<file path="config.mk">
export PLATFORM = sky130hd
export DESIGN_NAME = multilevel_priority_schedule_sort
export DESIGN_NICKNAME = d
export VERILOG_FILES = /design/src/design/mpss_pkg.sv /design/src/design/multilevel_priority_schedule_sort.sv /design/src/design/mpss_cell.sv
export SDC_FILE = /design/constraint.sdc
export NUM_CORES = 2
export LEC_CHECK = 0
export BUFFER_PORTS_ARGS = -buffer_cell sky130_fd_sc_hd__buf_2
export CELL_PAD_IN_SITES_DETAIL_PLACEMENT = 1
export CELL_PAD_IN_SITES_GLOBAL_PLACEMENT = 1
export CORE_MARGIN = 8
export CORE_UTILIZATION = 30
export CTS_CLUSTER_SIZE = 8
export DETAILED_ROUTE_END_ITERATION = 8
export PLACE_DENSITY_LB_ADDON = 0.1
export SLEW_MARGIN = 40
export SYNTH_ARGS = -nofsm -noshare
export SYNTH_HDL_FRONTEND = slang
export SYNTH_SLANG_ARGS = --single-unit
export TNS_END_PERCENT = 1
</file>
<file path="constraint.sdc">
create_clock -name clk_i -period 3.8 [get_ports clk_i]
set_input_delay 0.38 -clock clk_i [delete_from_list [all_inputs] [get_ports clk_i]]
set_output_delay 0.38 -clock clk_i [all_outputs]
set_load 0.05 [all_outputs]
</file>
<file path="src/design/mpss_pkg.sv">
package mpss_pkg;

  // default sizes
  localparam int unsigned MaxTasksDef   = 64;
  localparam int unsigned NumStrandsDef = 4;

  // one stored task
  typedef struct packed {
    logic [7:0] task_id;
    logic [1:0] strand;
    logic [7:0] prio;
  } entry_t;

  // input record
  typedef struct packed {
    logic [7:0] task_id;
    logic [1:0] strand;
    logic [7:0] priority_req;
    logic       schedulable;
    logic       last_record;
  } in_t;

  // schedule result
  typedef struct packed {
    logic [7:0] out_task_id;
    logic [1:0] out_strand;
    logic [7:0] out_priority;
    logic       end_of_schedule;
    logic       schedule_empty;
    logic       overflow;
  } out_t;

  // per-cycle command broadcast to every cell
  typedef struct packed {
    logic insert;
    logic drain;
  } cell_ctrl_t;

  // true if a must be placed ahead of an already stored b
  function automatic logic goes_before(entry_t a, entry_t b);
    logic res;
    if (a.strand != b.strand) begin
      res = a.strand < b.strand;
    end else begin
      res = a.prio > b.prio;
    end
    return res;
  endfunction

endpackage

</file>
<file path="src/design/multilevel_priority_schedule_sort.sv">
// Load: one record per cycle while in_stall_o is low, each inserted into a
// sorted chain of cells in the cycle it transfers; the chain compares the
// record in every cell at once. Emit: the record marked last starts the drain;
// the head entry is then registered as output (an empty load gets the empty
// marker instead), one result per cycle from the head cell while out_stall_i
// is low, input stalled. Reset clears the task count, overflow flag and
// handshake state; cells are not reset and only occupied cells are ever read.
module multilevel_priority_schedule_sort #(
  parameter int unsigned MaxTasks   = mpss_pkg::MaxTasksDef,
  parameter int unsigned NumStrands = mpss_pkg::NumStrandsDef
) (
  input  logic            clk_i,
  input  logic            rst_ni,
  input  logic            in_valid_i,
  output logic            in_stall_o,
  input  mpss_pkg::in_t   in_data_i,
  output logic            out_valid_o,
  input  logic            out_stall_i,
  output mpss_pkg::out_t  out_data_o
);

  localparam int unsigned CntW = $clog2(MaxTasks + 1);

  typedef enum logic {
    PhLoad,
    PhEmit
  } phase_e;

  phase_e                 phase_q;
  logic [CntW-1:0]        count_q;
  logic [CntW-1:0]        count_next;
  logic                   ovf_q;
  logic                   out_valid_q;
  logic                   out_valid_d;
  mpss_pkg::out_t         out_q;
  mpss_pkg::out_t         out_d;

  logic                   in_xfer;
  logic                   has_room;
  logic                   do_insert;
  logic                   load_done;
  logic                   pop;
  mpss_pkg::entry_t       new_entry;
  mpss_pkg::cell_ctrl_t   ctrl;

  mpss_pkg::entry_t       cell_entry [MaxTasks];
  logic                   cell_flag  [MaxTasks];

  // input side handshake
  assign in_stall_o = (phase_q == PhEmit) || (out_valid_q && out_stall_i);
  assign in_xfer    = in_valid_i && !in_stall_o;
  assign has_room   = count_q < CntW'(MaxTasks);
  assign do_insert  = in_xfer && in_data_i.schedulable && has_room;
  assign count_next = do_insert ? count_q + CntW'(1) : count_q;
  assign load_done  = (phase_q == PhLoad) && in_xfer && in_data_i.last_record;

  // strand saturation
  always_comb begin
    new_entry.task_id = in_data_i.task_id;
    new_entry.prio    = in_data_i.priority_req;
    if (int'(in_data_i.strand) >= int'(NumStrands)) begin
      new_entry.strand = 2'(NumStrands - 1);
    end else begin
      new_entry.strand = in_data_i.strand;
    end
  end

  // drain one entry per free output slot
  assign pop         = (phase_q == PhEmit) && (!out_valid_q || !out_stall_i);
  assign ctrl.insert = do_insert;
  assign ctrl.drain  = pop;

  // chain of cells, head at index zero
  for (genvar i = 0; i < MaxTasks; i++) begin : g_cell
    mpss_pkg::entry_t prev_entry, next_entry;
    logic             prev_flag;
    if (i == 0) begin : g_head
      assign prev_entry = '0;
      assign prev_flag  = 1'b0;
    end else begin : g_body
      assign prev_entry = cell_entry[i-1];
      assign prev_flag  = cell_flag[i-1];
    end
    if (i == MaxTasks - 1) begin : g_tail
      assign next_entry = '0;
    end else begin : g_mid
      assign next_entry = cell_entry[i+1];
    end
    mpss_cell u_cell (
      .clk_i        (clk_i),
      .ctrl_i       (ctrl),
      .new_entry_i  (new_entry),
      .occupied_i   (CntW'(i) < count_q),
      .prev_entry_i (prev_entry),
      .prev_flag_i  (prev_flag),
      .next_entry_i (next_entry),
      .entry_o      (cell_entry[i]),
      .flag_o       (cell_flag[i])
    );
  end

  // next output slot: empty marker at load end, or the head entry on a drain
  always_comb begin
    out_valid_d = out_valid_q && out_stall_i;
    out_d       = out_q;
    if (load_done && (count_next == '0)) begin
      out_valid_d          = 1'b1;
      out_d                = '0;
      out_d.schedule_empty = 1'b1;
    end else if (pop) begin
      out_valid_d           = 1'b1;
      out_d.out_task_id     = cell_entry[0].task_id;
      out_d.out_strand      = cell_entry[0].strand;
      out_d.out_priority    = cell_entry[0].prio;
      out_d.end_of_schedule = (count_q == CntW'(1));
      out_d.schedule_empty  = 1'b0;
      out_d.overflow        = ovf_q;
    end
  end

  // phase, count, overflow and output register
  always_ff @(posedge clk_i or negedge rst_ni) begin
    if (!rst_ni) begin
      phase_q     <= PhLoad;
      count_q     <= '0;
      ovf_q       <= 1'b0;
      out_valid_q <= 1'b0;
      out_q       <= '0;
    end else begin
      out_valid_q <= out_valid_d;
      out_q       <= out_d;
      unique case (phase_q)
        PhLoad: begin
          if (in_xfer) begin
            count_q <= count_next;
            if (in_data_i.schedulable && !has_room) begin
              ovf_q <= 1'b1;
            end
            if (in_data_i.last_record) begin
              if (count_next == '0) begin
                ovf_q <= 1'b0;
              end else begin
                phase_q <= PhEmit;
              end
            end
          end
        end
        PhEmit: begin
          if (pop) begin
            count_q <= count_q - CntW'(1);
            if (count_q == CntW'(1)) begin
              phase_q <= PhLoad;
              ovf_q   <= 1'b0;
            end
          end
        end
        default: phase_q <= PhLoad;
      endcase
    end
  end

  assign out_valid_o = out_valid_q;
  assign out_data_o  = out_q;

endmodule

</file>
<file path="src/design/mpss_cell.sv">
module mpss_cell (
  input  logic                clk_i,
  input  mpss_pkg::cell_ctrl_t ctrl_i,
  input  mpss_pkg::entry_t    new_entry_i,
  input  logic                occupied_i,
  input  mpss_pkg::entry_t    prev_entry_i,
  input  logic                prev_flag_i,
  input  mpss_pkg::entry_t    next_entry_i,
  output mpss_pkg::entry_t    entry_o,
  output logic                flag_o
);

  mpss_pkg::entry_t entry_q, entry_d;
  logic             flag;

  // new record lands at or above this cell
  assign flag = !occupied_i || mpss_pkg::goes_before(new_entry_i, entry_q);

  // insert: shift down from the upper neighbor or take the new record
  // drain: take the lower neighbor's entry
  always_comb begin
    entry_d = entry_q;
    if (ctrl_i.insert && flag) begin
      entry_d = prev_flag_i ? prev_entry_i : new_entry_i;
    end else if (ctrl_i.drain) begin
      entry_d = next_entry_i;
    end
  end

  always_ff @(posedge clk_i) begin
    entry_q <= entry_d;
  end

  assign entry_o = entry_q;
  assign flag_o  = flag;

endmodule

</file>
==> results.toml <==
[status]
status = "finished clean"

[setup_path]
cp.depth = 8
crit_family = "simple AND/OR/NAND/NOR gates"
path_cells = "buf_4 > and3_1 > nand2_1 > a21oi_1 > o21ai_4 > buf_4 > mux2i_1 > a21oi_1"
critPathMaxFanout = 28
cp.arrival_ns = 3.92
start_kind = "flip-flop"
startpoint = "count_q[2]"
endpoint = "g_cell[31].u_cell.entry_o[5]"
r2r-end = "g_cell[31].u_cell.entry_o[5]"
reg2reg_depth = 8
r2r_start = "count_q[2]"
worstSetupPathType = "reg -> reg"
end_kind = "flip-flop"
slowest_delay_ns = 0.63
path_buf_inv = 2
critPathRequiredTime_ns = 4.34
reg2reg_slack_ns = 0.42
crit_slowest_cell = "and3_1"

[yosys]
async_flop_share = 0.0262
ys.warnings.count = 0
synth-main-ff-cell = "edfxtp_1"
ys_seq_area_frac = 0.451
synth_area_um2 = 78400
synth_seq_cells = 1183
syn_nets = 8258
synthCells = 7601
synth.avg_cell_area_um2 = 10.3
synth_edf_count = 1152
ys_types = 87

[cts]
cts.path.max_buffers = 3
cts-htree-levels = 4
cts.clk_slew.worst_paths_ns = 0.06
cts_setup_buffers = 0
numClockSinks = 1183
cts_tree = "done"
root_buffer = "clkbuf_16"
ctsResizeCount = 0
clk_latency_ns = 0.82
numCtsBuffers = 172

[routing]
drc = 0
routed_wl_mm = 300
wl_per_cell_um = 26.7
drt_iter0_markers = 4204
drt-vias-per-instance = 5.44
firstDrtPassIters = 6
vias = 61107
ant_nets = 0

[placement]
io_buffers = 46
gp_congestion = 0.830
dpl_worst_slack_ns = 0.283
hpwl_mm = 224
place_inst = 10973

[die]
die_w_um = 527
std_cell_rows = 187
ios = 47
die_h_um = 527
start_util = 0.302
core-area_um2 = 260000
die-area_um2 = 278000

[timing]
tightest_slew_ns = 0.854
period_needed_ns = 3.38
min_period_over_period = 0.889
worst_hold_slack_ns = 0.119
max_freq_ghz = 0.296
maxSlewHeadroom = 0.426
finClkSkew_ns = 0.0350
fin_ws_ns = 0.421
drv_slew = 0
hold_viol = 0
setup_viol = 0
rsz0062_at_grt = "no"

[finish]
layout-drive-gt1-share = 0.124
nNetsFinal = 8404
area_growth_pct = 14.4
fillers = 28791
utilization = 0.345
fin_cells = 11235

[hold_path]
holdCritPathClass = "in -> reg"
hold_start = "in_data_i[0]"

[global_route]
grt_usage = 0.209
grt_pass1_vias = 64913
antenna_found_initial = 8
grt_pass1_wl_mm = 444
grt_overflow = 0
grt_max_degree = 64

[flow_run]
maxCapViolCount = 0

[power]
p_total_mw = 80.0
leakage_nw = 38.2
ir_drop_uv = 497
p_per_area_nw_per_um2 = 892
## state kept, by name, summed over array words and instances, names as in the netlist
| name | count |
|---|---|
| g_cell.u_cell.entry_o | 1152 |
| out_data_o | 21 |
| count_q | 7 |
| out_valid_o | 1 |
| ovf_q | 1 |
| phase_q | 1 |
## cells by family after synthesis
group | Yosys count | synth area share
fa+ha+maj | 633 | 0.101
mux | 1076 | 0.140
flops | 1183 | 0.451
xor+xnor | 5 | 0.000559
buf+inv | 1097 | 0.0584
compound gates | 1964 | 0.152
simple gates | 1643 | 0.0970
## layout make-up
cell class                      count  area, µm²  area share
Multi-Input combinational cell   5321      38700       0.432
Sequential cell                  1183      35400       0.395
Clock buffer                      240       4640      0.0518
Timing Repair Buffer              504       4300      0.0480
Tap cell                         3402       4260      0.0475
Inverter                          565       2130      0.0237
Clock inverter                     19        224     0.00250
Antenna cell                        1       2.50   0.0000279
## cells in the final DEF (no fill, tap or decap), drive strengths merged, types with 14 or more instances in the layout
cell type     n
and3         14
nand2b      120
o22ai        39
o211ai      114
buf         494
a211oi       37
clkbuf      248
mux2        152
nor3         18
o21bai       28
a21o         27
a21oi      1094
a222oi       26
a31oi       185
o21ai       217
a221oi       48
o31ai        17
inv         568
ha          633
nand4       160
edfxtp     1152
a211o        47
o2111ai      34
nor2        754
dfrtp        31
nor2b        64
nand3       169
and2         24
nand2       273
mux2i       924
## per-stage QoR
step,setup TNS (ns),area (µm²)
final,0,89600
after global routing,0,89600
after CTS,0,89600
after detailed placement,0,84700
after global placement,0,84600
after floorplan,-102.28,78400
## routing by layer
metal / vias up / part of all wire / GRT usage
li1: 28496 / - / -
met1: 31099 / 0.47 / 0.286
met2: 1146 / 0.47 / 0.352
met3: 366 / 0.034 / 0.0224
met4: 0 / 0.026 / 0.0520
met5: - / 0 / 0
## worst min-delay path by stage
stage / cells past startpoint / slack (ns) / to
global route: 3 / 0.08 / count_q[5]
finish: 3 / 0.12 / phase_q
CTS: 3 / 0.07 / phase_q
global placement: 1 / 0.46 / out_data_o[20]
detailed placement: 1 / 0.45 / out_data_o[20]
floorplan: 0 / 0.08 / count_q[0]
## synthesized netlist by cell type (all sizes together) (120+ instances only)
master	count	area share
nand2b	120	0.0096
nor2	754	0.036
a21oi	1094	0.071
nand4	160	0.013
nand2	273	0.013
inv	565	0.027
edfxtp	1152	0.44
mux2i	924	0.12
clkbuf	247	0.012
buf	285	0.019
nand3	169	0.011
a31oi	185	0.018
o21ai	217	0.014
ha	633	0.10
mux2	152	0.022
## worst min-delay path, cell delays in order
cell and delay, ns:
buf_2 0.17, and3_1 0.20, a22o_1 0.12
## report_power, final
part / internal (mW) / switching, mW / total, mW
combinational: 14.2 / 22.5 / 36.8
sequential: 23.1 / 5.51 / 28.6
clock: 8.40 / 6.21 / 14.6
## timing repair
item,in CTS,in global routing
hold buffers,2,0
hold endpoints to repair,19,0
endpoints found under the setup margin,0,0
(Power assumes the default switching activity.)
